$ cat src/sv/rse_pkg.sv
`timescale 1ns / 1ps

package rse_pkg;

  localparam int STACK_DEPTH = 16;
  localparam int FRAC_BITS   = 16;
  localparam int VAL_W       = 48;
  localparam int OPND_W      = 32;
  localparam int HALF_W      = VAL_W / 2;
  localparam int MAG_W       = 2 * VAL_W;
  localparam int CNT_W       = $clog2(STACK_DEPTH + 1);
  localparam int ADDR_W      = $clog2(STACK_DEPTH);
  localparam int DIV_W       = VAL_W + FRAC_BITS;
  localparam int DCNT_W      = $clog2(DIV_W);
  localparam int MUL_STEPS   = 4;

  typedef enum logic [2:0] {
    OP_NUM     = 3'd0,
    OP_ADD     = 3'd1,
    OP_SUB     = 3'd2,
    OP_DIV     = 3'd3,
    OP_MUL     = 3'd4,
    OP_END     = 3'd5,
    OP_INVALID = 3'd6
  } opcode_e;

  typedef enum logic [2:0] {
    ST_OK      = 3'd0,
    ST_BAD     = 3'd1,
    ST_DEPTH   = 3'd2,
    ST_DIVZERO = 3'd3,
    ST_FULL    = 3'd4
  } status_e;

  typedef enum logic [3:0] {
    S_IDLE,
    S_DECODE,
    S_RD_R,
    S_RD_L,
    S_CAP_L,
    S_START,
    S_EXEC,
    S_WB,
    S_RD_BASE,
    S_EMIT
  } state_e;

  typedef enum logic [1:0] {
    RD_TOP,
    RD_NEXT,
    RD_BOTTOM
  } rd_sel_e;

  typedef struct packed {
    logic    load_in;
    logic    push;
    logic    rd_en;
    rd_sel_e rd_sel;
    logic    cap_r;
    logic    cap_l;
    logic    op_start;
    logic    wb;
    logic    cnt_clr;
    logic    sticky_clr;
    logic    discard_set;
    logic    discard_clr;
    logic    emit;
    logic    emit_value;
    status_e emit_code;
  } cmd_t;

  typedef struct packed {
    opcode_e opcode;
    logic    discarding;
    logic    full;
    logic    lt2;
    logic    is1;
    logic    r_zero;
    logic    op_done;
    logic    out_free;
  } stat_t;

  typedef struct packed {
    logic [VAL_W-1:0] val;
    logic             sat;
  } sat_res_t;

  localparam logic [MAG_W-1:0] MAG_NEG = MAG_W'(1) << (VAL_W - 1);
  localparam logic [MAG_W-1:0] MAG_POS = MAG_NEG - MAG_W'(1);

  // clamp a sign/magnitude value into the signed result range
  function automatic sat_res_t sat_mag(input logic neg, input logic ovf,
                                       input logic [MAG_W-1:0] mag);
    sat_res_t res;
    if (neg) begin
      if (ovf || mag > MAG_NEG) begin
        res.val = MAG_NEG[VAL_W-1:0];
        res.sat = 1'b1;
      end else begin
        res.val = VAL_W'(-mag[VAL_W-1:0]);
        res.sat = 1'b0;
      end
    end else begin
      if (ovf || mag > MAG_POS) begin
        res.val = MAG_POS[VAL_W-1:0];
        res.sat = 1'b1;
      end else begin
        res.val = mag[VAL_W-1:0];
        res.sat = 1'b0;
      end
    end
    return res;
  endfunction

endpackage

$ cat src/sv/rse_arith.sv
`timescale 1ns / 1ps

module rse_arith (
  input  logic                        clk_i,
  input  logic                        rst_ni,
  input  logic                        start_i,
  input  rse_pkg::opcode_e            op_i,
  input  logic [rse_pkg::VAL_W-1:0]   l_i,
  input  logic [rse_pkg::VAL_W-1:0]   r_i,
  output logic                        done_o,
  output logic [rse_pkg::VAL_W-1:0]   res_o,
  output logic                        sat_o
);

  logic                              busy_q;
  logic                              done_q;
  logic [rse_pkg::DCNT_W-1:0]        cnt_q;
  rse_pkg::opcode_e                  kind_q;
  logic                              neg_q;
  logic [rse_pkg::VAL_W-1:0]         ma_q, mb_q;
  logic [rse_pkg::VAL_W:0]           sum_q;
  logic [rse_pkg::VAL_W-1:0]         pp_q;
  logic [1:0]                        sh_q;
  logic [rse_pkg::MAG_W-1:0]         acc_q;
  logic [rse_pkg::VAL_W-1:0]         rem_q;
  logic [rse_pkg::VAL_W:0]           quo_q;
  logic                              ovf_q;
  logic [rse_pkg::DIV_W-1:0]         num_q;

  logic [rse_pkg::VAL_W-1:0]         ma_s, mb_s;
  logic [rse_pkg::HALF_W-1:0]        a_part, b_part;
  logic [rse_pkg::MAG_W-1:0]         pp_sh;
  logic [rse_pkg::VAL_W:0]           trial;
  logic                              ge;
  logic [rse_pkg::VAL_W:0]           diff;
  rse_pkg::sat_res_t                 res;

  assign ma_s = l_i[rse_pkg::VAL_W-1] ? -l_i : l_i;
  assign mb_s = r_i[rse_pkg::VAL_W-1] ? -r_i : r_i;

  // partial products: lo*lo, lo*hi, hi*lo, hi*hi
  assign a_part = cnt_q[1] ? ma_q[rse_pkg::VAL_W-1:rse_pkg::HALF_W]
                           : ma_q[rse_pkg::HALF_W-1:0];
  assign b_part = cnt_q[0] ? mb_q[rse_pkg::VAL_W-1:rse_pkg::HALF_W]
                           : mb_q[rse_pkg::HALF_W-1:0];

  always_comb begin
    case (sh_q)
      2'd0:    pp_sh = rse_pkg::MAG_W'(pp_q);
      2'd1:    pp_sh = rse_pkg::MAG_W'(pp_q) << rse_pkg::HALF_W;
      default: pp_sh = rse_pkg::MAG_W'(pp_q) << rse_pkg::VAL_W;
    endcase
  end

  // restoring divide step, remainder stays below the divisor
  assign trial = {rem_q, num_q[rse_pkg::DIV_W-1]};
  assign ge    = trial >= {1'b0, mb_q};
  assign diff  = trial - {1'b0, mb_q};

  always_ff @(posedge clk_i or negedge rst_ni) begin
    if (!rst_ni) begin
      busy_q <= 1'b0;
      done_q <= 1'b0;
      cnt_q  <= '0;
    end else begin
      done_q <= 1'b0;
      if (start_i) begin
        busy_q <= 1'b1;
        cnt_q  <= '0;
      end else if (busy_q) begin
        cnt_q <= cnt_q + rse_pkg::DCNT_W'(1);
        case (kind_q) inside
          rse_pkg::OP_MUL: begin
            if (cnt_q == rse_pkg::DCNT_W'(rse_pkg::MUL_STEPS)) begin
              busy_q <= 1'b0;
              done_q <= 1'b1;
            end
          end
          rse_pkg::OP_DIV: begin
            if (cnt_q == rse_pkg::DCNT_W'(rse_pkg::DIV_W - 1)) begin
              busy_q <= 1'b0;
              done_q <= 1'b1;
            end
          end
          default: begin
            busy_q <= 1'b0;
            done_q <= 1'b1;
          end
        endcase
      end
    end
  end

  always_ff @(posedge clk_i) begin
    if (start_i) begin
      kind_q <= op_i;
      neg_q  <= l_i[rse_pkg::VAL_W-1] ^ r_i[rse_pkg::VAL_W-1];
      ma_q   <= ma_s;
      mb_q   <= mb_s;
      if (op_i == rse_pkg::OP_SUB) begin
        sum_q <= {l_i[rse_pkg::VAL_W-1], l_i} - {r_i[rse_pkg::VAL_W-1], r_i};
      end else begin
        sum_q <= {l_i[rse_pkg::VAL_W-1], l_i} + {r_i[rse_pkg::VAL_W-1], r_i};
      end
      acc_q <= '0;
      rem_q <= '0;
      quo_q <= '0;
      ovf_q <= 1'b0;
      num_q <= {ma_s, {rse_pkg::FRAC_BITS{1'b0}}};
    end else if (busy_q) begin
      if (kind_q == rse_pkg::OP_MUL) begin
        if (cnt_q < rse_pkg::DCNT_W'(rse_pkg::MUL_STEPS)) begin
          pp_q <= rse_pkg::VAL_W'(a_part) * rse_pkg::VAL_W'(b_part);
          sh_q <= 2'(cnt_q[1]) + 2'(cnt_q[0]);
        end
        if (cnt_q != '0) begin
          acc_q <= acc_q + pp_sh;
        end
      end else if (kind_q == rse_pkg::OP_DIV) begin
        rem_q <= ge ? diff[rse_pkg::VAL_W-1:0] : trial[rse_pkg::VAL_W-1:0];
        quo_q <= {quo_q[rse_pkg::VAL_W-1:0], ge};
        ovf_q <= ovf_q | quo_q[rse_pkg::VAL_W];
        num_q <= num_q << 1;
      end
    end
  end

  always_comb begin
    case (kind_q) inside
      rse_pkg::OP_ADD, rse_pkg::OP_SUB: begin
        if (sum_q[rse_pkg::VAL_W] != sum_q[rse_pkg::VAL_W-1]) begin
          res.val = sum_q[rse_pkg::VAL_W] ? rse_pkg::MAG_NEG[rse_pkg::VAL_W-1:0]
                                          : rse_pkg::MAG_POS[rse_pkg::VAL_W-1:0];
          res.sat = 1'b1;
        end else begin
          res.val = sum_q[rse_pkg::VAL_W-1:0];
          res.sat = 1'b0;
        end
      end
      rse_pkg::OP_MUL: res = rse_pkg::sat_mag(neg_q, 1'b0, acc_q >> rse_pkg::FRAC_BITS);
      default:         res = rse_pkg::sat_mag(neg_q, ovf_q, rse_pkg::MAG_W'(quo_q));
    endcase
  end

  assign done_o = done_q;
  assign res_o  = res.val;
  assign sat_o  = res.sat;

endmodule

$ cat src/sv/rse_datapath.sv
`timescale 1ns / 1ps

module rse_datapath (
  input  logic                          clk_i,
  input  logic                          rst_ni,
  input  rse_pkg::cmd_t                 cmd_i,
  output rse_pkg::stat_t                stat_o,
  input  logic [2:0]                    opcode_i,
  input  logic signed [rse_pkg::OPND_W-1:0] operand_value_i,
  output logic                          out_valid_o,
  input  logic                          out_stall_i,
  output logic signed [rse_pkg::VAL_W-1:0] result_value_o,
  output logic [2:0]                    status_o,
  output logic                          saturated_o
);

  logic [rse_pkg::VAL_W-1:0]          mem [rse_pkg::STACK_DEPTH];
  logic [rse_pkg::VAL_W-1:0]          rd_q, r_q, l_q;
  logic [rse_pkg::CNT_W-1:0]          cnt_q;
  logic                               discard_q;
  logic                               sticky_q;
  rse_pkg::opcode_e                   op_q;
  logic signed [rse_pkg::OPND_W-1:0]  operand_q;
  logic                               out_valid_q;
  logic [rse_pkg::VAL_W-1:0]          out_value_q;
  rse_pkg::status_e                   out_status_q;
  logic                               out_sat_q;

  logic [rse_pkg::CNT_W-1:0]          cnt_m1, cnt_m2;
  logic [rse_pkg::ADDR_W-1:0]         rd_addr;
  logic signed [rse_pkg::MAG_W-1:0]   conv_ext;
  logic [rse_pkg::MAG_W-1:0]          conv_mag;
  rse_pkg::sat_res_t                  conv;
  logic                               ar_done;
  logic [rse_pkg::VAL_W-1:0]          ar_res;
  logic                               ar_sat;

  assign cnt_m1 = cnt_q - rse_pkg::CNT_W'(1);
  assign cnt_m2 = cnt_q - rse_pkg::CNT_W'(2);

  always_comb begin
    unique case (cmd_i.rd_sel)
      rse_pkg::RD_TOP:  rd_addr = cnt_m1[rse_pkg::ADDR_W-1:0];
      rse_pkg::RD_NEXT: rd_addr = cnt_m2[rse_pkg::ADDR_W-1:0];
      default:          rd_addr = '0;
    endcase
  end

  // integer to fixed point
  assign conv_ext = rse_pkg::MAG_W'(operand_q) <<< rse_pkg::FRAC_BITS;
  assign conv_mag = operand_q[rse_pkg::OPND_W-1] ? -conv_ext : conv_ext;
  assign conv     = rse_pkg::sat_mag(operand_q[rse_pkg::OPND_W-1], 1'b0, conv_mag);

  rse_arith u_arith (
    .clk_i   (clk_i),
    .rst_ni  (rst_ni),
    .start_i (cmd_i.op_start),
    .op_i    (op_q),
    .l_i     (l_q),
    .r_i     (r_q),
    .done_o  (ar_done),
    .res_o   (ar_res),
    .sat_o   (ar_sat)
  );

  always_ff @(posedge clk_i) begin
    if (cmd_i.push) begin
      mem[cnt_q[rse_pkg::ADDR_W-1:0]] <= conv.val;
    end else if (cmd_i.wb) begin
      mem[cnt_m2[rse_pkg::ADDR_W-1:0]] <= ar_res;
    end
    if (cmd_i.rd_en) begin
      rd_q <= mem[rd_addr];
    end
  end

  always_ff @(posedge clk_i) begin
    if (cmd_i.load_in) begin
      op_q      <= rse_pkg::opcode_e'(opcode_i);
      operand_q <= operand_value_i;
    end
    if (cmd_i.cap_r) begin
      r_q <= rd_q;
    end
    if (cmd_i.cap_l) begin
      l_q <= rd_q;
    end
    if (cmd_i.emit) begin
      out_value_q  <= cmd_i.emit_value ? rd_q : '0;
      out_status_q <= cmd_i.emit_code;
      out_sat_q    <= sticky_q;
    end
  end

  always_ff @(posedge clk_i or negedge rst_ni) begin
    if (!rst_ni) begin
      cnt_q       <= '0;
      discard_q   <= 1'b0;
      sticky_q    <= 1'b0;
      out_valid_q <= 1'b0;
    end else begin
      if (cmd_i.cnt_clr) begin
        cnt_q <= '0;
      end else if (cmd_i.push) begin
        cnt_q <= cnt_q + rse_pkg::CNT_W'(1);
      end else if (cmd_i.wb) begin
        cnt_q <= cnt_m1;
      end

      if (cmd_i.sticky_clr) begin
        sticky_q <= 1'b0;
      end else if ((cmd_i.wb && ar_sat) || (cmd_i.push && conv.sat)) begin
        sticky_q <= 1'b1;
      end

      if (cmd_i.discard_set) begin
        discard_q <= 1'b1;
      end else if (cmd_i.discard_clr) begin
        discard_q <= 1'b0;
      end

      if (cmd_i.emit) begin
        out_valid_q <= 1'b1;
      end else if (!out_stall_i) begin
        out_valid_q <= 1'b0;
      end
    end
  end

  assign stat_o.opcode     = op_q;
  assign stat_o.discarding = discard_q;
  assign stat_o.full       = cnt_q >= rse_pkg::CNT_W'(rse_pkg::STACK_DEPTH);
  assign stat_o.lt2        = cnt_q < rse_pkg::CNT_W'(2);
  assign stat_o.is1        = cnt_q == rse_pkg::CNT_W'(1);
  assign stat_o.r_zero     = r_q == '0;
  assign stat_o.op_done    = ar_done;
  assign stat_o.out_free   = !out_valid_q || !out_stall_i;

  assign out_valid_o    = out_valid_q;
  assign result_value_o = out_value_q;
  assign status_o       = out_status_q;
  assign saturated_o    = out_sat_q;

  a_cnt_bound: assert property (@(posedge clk_i) disable iff (!rst_ni)
    cnt_q <= rse_pkg::CNT_W'(rse_pkg::STACK_DEPTH))
    else $error("stack count above depth");

  a_push_room: assert property (@(posedge clk_i) disable iff (!rst_ni)
    cmd_i.push |-> cnt_q < rse_pkg::CNT_W'(rse_pkg::STACK_DEPTH))
    else $error("push into full stack");

  a_wb_operands: assert property (@(posedge clk_i) disable iff (!rst_ni)
    cmd_i.wb |-> cnt_q >= rse_pkg::CNT_W'(2))
    else $error("writeback without two operands");

  a_emit_free: assert property (@(posedge clk_i) disable iff (!rst_ni)
    cmd_i.emit |-> (!out_valid_q || !out_stall_i))
    else $error("result overwritten before transfer");

endmodule

$ cat src/sv/rse_ctrl.sv
`timescale 1ns / 1ps

module rse_ctrl (
  input  logic            clk_i,
  input  logic            rst_ni,
  input  logic            in_valid_i,
  output logic            in_stall_o,
  input  rse_pkg::stat_t  stat_i,
  output rse_pkg::cmd_t   cmd_o
);

  rse_pkg::state_e  state_q, state_d;
  rse_pkg::status_e code_q, code_d;
  logic             fail_q, fail_d;

  always_ff @(posedge clk_i or negedge rst_ni) begin
    if (!rst_ni) begin
      state_q <= rse_pkg::S_IDLE;
      code_q  <= rse_pkg::ST_OK;
      fail_q  <= 1'b0;
    end else begin
      state_q <= state_d;
      code_q  <= code_d;
      fail_q  <= fail_d;
    end
  end

  always_comb begin
    state_d = state_q;
    code_d  = code_q;
    fail_d  = fail_q;
    unique case (state_q)
      rse_pkg::S_IDLE: begin
        if (in_valid_i) state_d = rse_pkg::S_DECODE;
      end
      rse_pkg::S_DECODE: begin
        state_d = rse_pkg::S_IDLE;
        if (!stat_i.discarding) begin
          case (stat_i.opcode) inside
            rse_pkg::OP_NUM: begin
              if (stat_i.full) begin
                code_d  = rse_pkg::ST_FULL;
                fail_d  = 1'b1;
                state_d = rse_pkg::S_EMIT;
              end
            end
            rse_pkg::OP_ADD, rse_pkg::OP_SUB, rse_pkg::OP_DIV, rse_pkg::OP_MUL: begin
              if (stat_i.lt2) begin
                code_d  = rse_pkg::ST_BAD;
                fail_d  = 1'b1;
                state_d = rse_pkg::S_EMIT;
              end else begin
                state_d = rse_pkg::S_RD_R;
              end
            end
            rse_pkg::OP_END: begin
              fail_d = 1'b0;
              if (stat_i.is1) begin
                code_d  = rse_pkg::ST_OK;
                state_d = rse_pkg::S_RD_BASE;
              end else begin
                code_d  = rse_pkg::ST_DEPTH;
                state_d = rse_pkg::S_EMIT;
              end
            end
            default: begin
              code_d  = rse_pkg::ST_BAD;
              fail_d  = 1'b1;
              state_d = rse_pkg::S_EMIT;
            end
          endcase
        end
      end
      rse_pkg::S_RD_R:  state_d = rse_pkg::S_RD_L;
      rse_pkg::S_RD_L:  state_d = rse_pkg::S_CAP_L;
      rse_pkg::S_CAP_L: begin
        if (stat_i.opcode == rse_pkg::OP_DIV && stat_i.r_zero) begin
          code_d  = rse_pkg::ST_DIVZERO;
          fail_d  = 1'b1;
          state_d = rse_pkg::S_EMIT;
        end else begin
          state_d = rse_pkg::S_START;
        end
      end
      rse_pkg::S_START:   state_d = rse_pkg::S_EXEC;
      rse_pkg::S_EXEC: begin
        if (stat_i.op_done) state_d = rse_pkg::S_WB;
      end
      rse_pkg::S_WB:      state_d = rse_pkg::S_IDLE;
      rse_pkg::S_RD_BASE: state_d = rse_pkg::S_EMIT;
      rse_pkg::S_EMIT: begin
        if (stat_i.out_free) state_d = rse_pkg::S_IDLE;
      end
      default: state_d = rse_pkg::S_IDLE;
    endcase
  end

  always_comb begin
    cmd_o           = '0;
    cmd_o.rd_sel    = rse_pkg::RD_TOP;
    cmd_o.emit_code = code_q;
    in_stall_o      = state_q != rse_pkg::S_IDLE;
    unique case (state_q)
      rse_pkg::S_IDLE: begin
        cmd_o.load_in = in_valid_i;
      end
      rse_pkg::S_DECODE: begin
        if (stat_i.discarding) begin
          if (stat_i.opcode == rse_pkg::OP_END) begin
            cmd_o.cnt_clr     = 1'b1;
            cmd_o.sticky_clr  = 1'b1;
            cmd_o.discard_clr = 1'b1;
          end
        end else if (stat_i.opcode == rse_pkg::OP_NUM && !stat_i.full) begin
          cmd_o.push = 1'b1;
        end
      end
      rse_pkg::S_RD_R: begin
        cmd_o.rd_en  = 1'b1;
        cmd_o.rd_sel = rse_pkg::RD_TOP;
      end
      rse_pkg::S_RD_L: begin
        cmd_o.rd_en  = 1'b1;
        cmd_o.rd_sel = rse_pkg::RD_NEXT;
        cmd_o.cap_r  = 1'b1;
      end
      rse_pkg::S_CAP_L: begin
        cmd_o.cap_l = 1'b1;
      end
      rse_pkg::S_START: begin
        cmd_o.op_start = 1'b1;
      end
      rse_pkg::S_EXEC: begin
      end
      rse_pkg::S_WB: begin
        cmd_o.wb = 1'b1;
      end
      rse_pkg::S_RD_BASE: begin
        cmd_o.rd_en  = 1'b1;
        cmd_o.rd_sel = rse_pkg::RD_BOTTOM;
      end
      rse_pkg::S_EMIT: begin
        if (stat_i.out_free) begin
          cmd_o.emit        = 1'b1;
          cmd_o.emit_value  = code_q == rse_pkg::ST_OK;
          cmd_o.cnt_clr     = 1'b1;
          cmd_o.sticky_clr  = 1'b1;
          cmd_o.discard_set = fail_q;
        end
      end
      default: begin
      end
    endcase
  end

endmodule

$ cat src/sv/rpn_stack_evaluator_unit.sv
`timescale 1ns / 1ps

// Reverse Polish evaluator. Tokens arrive on the input channel
// (in_valid_i / in_stall_o, opcode_i, operand_value_i); a token is taken
// when valid is high and stall is low. Numbers push a Q32.16 value onto a
// 16-entry stack, operators combine the top two, an end token returns the
// final value. Results leave on out_valid_o / out_stall_i with
// result_value_o, status_o and saturated_o; only end tokens and errors
// produce a result.
// A multiply forms four 24x24 partial products and accumulates them; a
// divide runs the restoring divider, which yields one quotient bit per
// cycle. Stack reads go through a registered single read port, so the
// operands are fetched in the RD_R, RD_L and CAP_L states. One token is
// in work at a time; in_stall_o is high until it ends. A result is held
// in the output register until transferred; the next token is taken
// meanwhile and only a token that must produce a result waits for the
// register to free up.
// Reset empties the stack and clears the error and saturation flags;
// stack contents need no clearing.
module rpn_stack_evaluator_unit (
  input  logic                                clk_i,
  input  logic                                rst_ni,
  input  logic                                in_valid_i,
  output logic                                in_stall_o,
  input  logic [2:0]                          opcode_i,
  input  logic signed [rse_pkg::OPND_W-1:0]   operand_value_i,
  output logic                                out_valid_o,
  input  logic                                out_stall_i,
  output logic signed [rse_pkg::VAL_W-1:0]    result_value_o,
  output logic [2:0]                          status_o,
  output logic                                saturated_o
);

  rse_pkg::cmd_t  cmd;
  rse_pkg::stat_t stat;

  rse_ctrl u_ctrl (
    .clk_i      (clk_i),
    .rst_ni     (rst_ni),
    .in_valid_i (in_valid_i),
    .in_stall_o (in_stall_o),
    .stat_i     (stat),
    .cmd_o      (cmd)
  );

  rse_datapath u_datapath (
    .clk_i           (clk_i),
    .rst_ni          (rst_ni),
    .cmd_i           (cmd),
    .stat_o          (stat),
    .opcode_i        (opcode_i),
    .operand_value_i (operand_value_i),
    .out_valid_o     (out_valid_o),
    .out_stall_i     (out_stall_i),
    .result_value_o  (result_value_o),
    .status_o        (status_o),
    .saturated_o     (saturated_o)
  );

endmodule
$ cat config.mk
export PLATFORM = sky130hd
export DESIGN_NAME = rpn_stack_evaluator_unit
export DESIGN_NICKNAME = d
export VERILOG_FILES = /design/src/sv/rse_pkg.sv /design/src/sv/rse_arith.sv /design/src/sv/rse_datapath.sv /design/src/sv/rse_ctrl.sv /design/src/sv/rpn_stack_evaluator_unit.sv
export SDC_FILE = /design/constraint.sdc
export NUM_CORES = 2
export LEC_CHECK = 0
export BUFFER_PORTS_ARGS = -buffer_cell sky130_fd_sc_hd__buf_2
export CAP_MARGIN = 10
export CORE_UTILIZATION = 45
export DETAILED_ROUTE_END_ITERATION = 6
export PLACE_DENSITY = 0.61
export SLEW_MARGIN = 20
export SYNTH_ARGS = -nofsm -noshare
export SYNTH_HDL_FRONTEND = slang
export SYNTH_HIERARCHICAL = 1
export SYNTH_SLANG_ARGS = --single-unit
$ cat constraint.sdc
create_clock -name clk_i -period 11.6 [get_ports clk_i]
set_input_delay 1.74 -clock clk_i [delete_from_list [all_inputs] [get_ports clk_i]]
set_output_delay 1.74 -clock clk_i [all_outputs]
set_load 0.02 [all_outputs]
==> summary.md <==
| Metric | Value |
|---|---|
| Antenna violations before repair | 15 |
| CTS Root Buffer Type | clkbuf_16 |
| Post-CTS sizing | 0 |
| GRT Total Usage | ~28% |
| Max Freq | 106 MHz |
| Routability congestion estimate | 0.985 |
| Synth cell types | roughly 100 |
| Hold path cells | 0 |
| Met2 wire len | 142 mm |
| Final Skew | between 0.04 and 0.05 ns |
| Post-Route M1 WL | ~120 mm |
| Setup_tns | 0 ns |
| Main combinational cell family by area after synthesis | adder cells |
| Max-slew violations | 0 |
| Clock-pin slew on the worst setup and hold paths | 0.06 ns |
| Synth Area in XOR/XNOR | under 10% |
| Area Overhead vs Synth | 9.47% |
| Initial core utilization | 45.3% |
| Ys async rst share | 1.64% |
| HPWL Detailed | between 200 and 250 mm |
| Worst Path Required | roughly 12 ns |
| DR pass1 iterations | 6 |
| Worst r2r src | u_datapath/u_arith/cnt_q[0] |
| Drt wl/cell | approximately 25 um |
| Period utilization | around four fifths |
| Sequential-to-total area share from yosys stat | 44.7% |
| Synthesized cell area | 0.0938 mm2 |
| First-pass GRT wire length | ~440 mm |
| Launch point of the worst path | u_datapath/u_arith/cnt_q[0] |
| WHS | between 0.4 and 0.5 ns |
| Final setup fails | 0 |
| Worst EP arrival | around 10 ns |
| Syn Nets | ~10k |
| Fillers | between 15k and 20k |
| Post-Syn Area per Cell | a little over 10 um2 |
| Crit path launch type | flip-flop |
| GRT overflow | 0 |
| Worst hold start | u_datapath/sticky_q |
| Post-layout net count | roughly 10k |
| CTS Buffer Depth | 3 |
| Min Tclk post-route | 9.46 ns |
| Met3 wire length | 19.0 mm |
| Row count | 167 |
| Most common cell after layout, fill and taps aside | nand2_1 |
| Die H | around 460 um |
| Outcome | finished, final reports clean |
| Synth Area in Compound Gates | 14.6% |
| Antenna Violating Nets Remaining | 0 |
| Setup CP Type | flip-flop to flip-flop |
| Post-Synth Adder-Cell Area | roughly 15% |
| RSZ-0062 raised after global routing | no |
| DRT iter0 DRCs | ~6.4k |
| Clk Latency, worst-skew pair | roughly 0.83 ns |
| Max_cap viols | 0 |
| Die area | 0.210 mm2 |
| Synth Area in Simple Gates | 14.7% |
| CP endpoint kind | flip-flop |
| PortBufs | a little over 90 |
| Die X | roughly 460 um |
| TritonCTS Buffers | approximately 160 |
| Fraction of layout cells with a size suffix above 1 | approximately 7.7% |
| Io pins | between 90 and 100 |
| Vias in the first global route | ~70k |
| YS warnings | 6 |
| Number of vias per cell | 5.93 |
| Most frequent cells in the layout | 1257 x nand2_1, 1246 x edfxtp_1, 677 x inv_1 |
| Hold WC Path Type | flip-flop to flip-flop |
| Clk sinks | 1464 |
| DR vias | slightly above 70k |
| Htree depth | 4 |
| Core ar. | a little over 0.2 mm2 |
| Worst-path fanout max | 19 |
| Max-slew headroom | about a fifth |
| Actual slew at the worst max-slew pin | approximately 1.2 ns |
| Hold Fails Final Rpt | 0 |
| Largest net degree at the start of global routing | between 150 and 200 |
| Hold-fix buffers, CTS | 0 |
| Setup Buffers After CTS | 0 |
| CTS tree | yes |
| Multiplexer share of the synthesized area | ~1.8% |
| Remaining DRCs | 0 |
| Syn Inst Count | between 9k and 10k |
| DR top layer | met5 |
| Number of synthesized flops with an enable pin | 1246 |
| FF+latch count, synth | between 1k and 1.5k |
| Reg2Reg Depth | 26 |
| Final wirelength | approximately 300 mm |
| Main synth FF type | edfxtp_1 |
cells by family (layout without fill, tap and decap cells):
family	Yosys count	after routing
other	0	3
AND/OR/NAND/NOR	2970	2970
flip-flops	1464	1464
AO/OA/AOI/OAI	2086	2086
buffers and inverters	1210	1227
multiplexers	161	161
XOR/XNOR	411	411
adder cells (fa/ha/maj)	868	868
through the flow:
step,worst slack [ns],instance area (um2),utilization [%],cells
floorplan,2.46,93800,-,9170
global placement,2.25,97400,47.0,11689
detailed placement,2.31,97400,47.0,11691
CTS,2.30,103000,49.6,11975
global route,1.74,103000,49.6,11976
finish,2.14,103000,49.6,11978
worst paths after layout:
check	end	slack [ns]
setup / recovery	u_datapath/u_arith/pp_q[45]	2.14
hold / removal	u_datapath/saturated_o	0.46
setup reg to reg	u_datapath/u_arith/pp_q[45]	2.14
hold reg to reg	u_datapath/saturated_o	0.46
max in group asynchronous	u_datapath/u_arith/cnt_q[0]	10.03
min in group asynchronous	u_datapath/cnt_q[4]	0.99
area by class of cell:
type	count	area [um2]	share of cell area, %
Multi-Input combinational cell	6496	47700	46.5
Clock buffer	198	4280	4.17
Sequential cell	1464	41900	40.8
Clock inverter	86	927	0.903
Tap cell	2788	3490	3.40
Inverter	680	2550	2.49
Timing Repair Buffer	263	1810	1.76
Antenna cell	3	7.51	0.00731
cell usage after synthesis, types with 11 or more instances:
master       n  area [um2]
a211oi_1   274        2060
a21boi_0    29         218
a21o_1     191        1430
a21oi_1    569        2850
a221oi_1    52         455
a22o_1      58         508
a311oi_1   100         876
a31oi_1    136         851
a41oi_1     13         114
and2_1     323        2020
and3_1      41         257
buf_1       24        90.1
buf_2       11        55.1
clkbuf_1   484        1820
dfrtp_1     24         601
dfxtp_1    194        3880
edfxtp_1  1246       37400
fa_1       485        9710
ha_1       383        4790
inv_1      679        2550
mux2_2      71         800
mux2i_1     89         891
nand2_1   1257        4720
nand2b_1    65         407
nand3_1     75         375
nand4_1     88         551
nor2_1     652        2450
nor2b_1     71         444
nor3_1     145         726
nor4_1      64         400
o211ai_1    19         143
o21a_1      32         240
o21ai_0    346        1730
o21ai_1     21         105
o21bai_1    37         278
o31ai_1     76         571
o41ai_1     19         166
or2_2       23         144
or3_1       63         394
or4_1       19         143
xnor2_1    252        2210
xor2_1     159        1390
flip-flops by register name, indices dropped and copies added (netlist names), 4 cells and up:
name / cells
u_datapath/u_arith/ma_q: 48
u_datapath/cnt_q: 5
u_datapath/u_arith/sum_q: 49
u_datapath/result_value_o: 48
u_datapath/u_arith/mb_q: 48
u_datapath/mem: 768
u_ctrl/state_q: 4
u_datapath/u_arith/cnt_q: 6
u_datapath/u_arith/rem_q: 48
u_datapath/u_arith/num_q: 48
u_datapath/r_q: 48
u_datapath/u_arith/quo_q: 49
u_datapath/operand_q: 32
u_datapath/u_arith/acc_q: 96
u_datapath/rd_q: 48
u_datapath/l_q: 48
u_datapath/u_arith/pp_q: 48
critical path, cell delays in order, from the launching register on:
cell and delay (ns):
dfrtp_2 0.36, clkinv_1 0.54, a21boi_0 1.15, nor2_1 0.16
fa_1 0.58, inv_1 0.08, fa_1 0.51, fa_1 0.50
inv_1 0.05, ha_1 0.29, ha_1 0.30, fa_1 0.55
inv_1 0.06, fa_1 0.53, inv_1 0.04, ha_1 0.37
a21oi_1 0.22, nand2_1 0.08, o31ai_1 0.65, o2111ai_1 0.18
a31oi_1 0.43, o211ai_1 0.25, o21a_1 0.30, a211o_1 0.37
nand3_1 0.13, a21boi_0 0.15, a311o_1 0.39
layer usage:
layer / track usage [%] / vias up
met1: 36.1 / 35485
met3: 4.11 / 632
met4: 13.0 / 12
met5: 0 / -
met2: 46.0 / 2618
li1: - / 32254
Power is not shown: default switching activity piles up to over one toggle a cycle in this logic, so the estimate is an artifact.
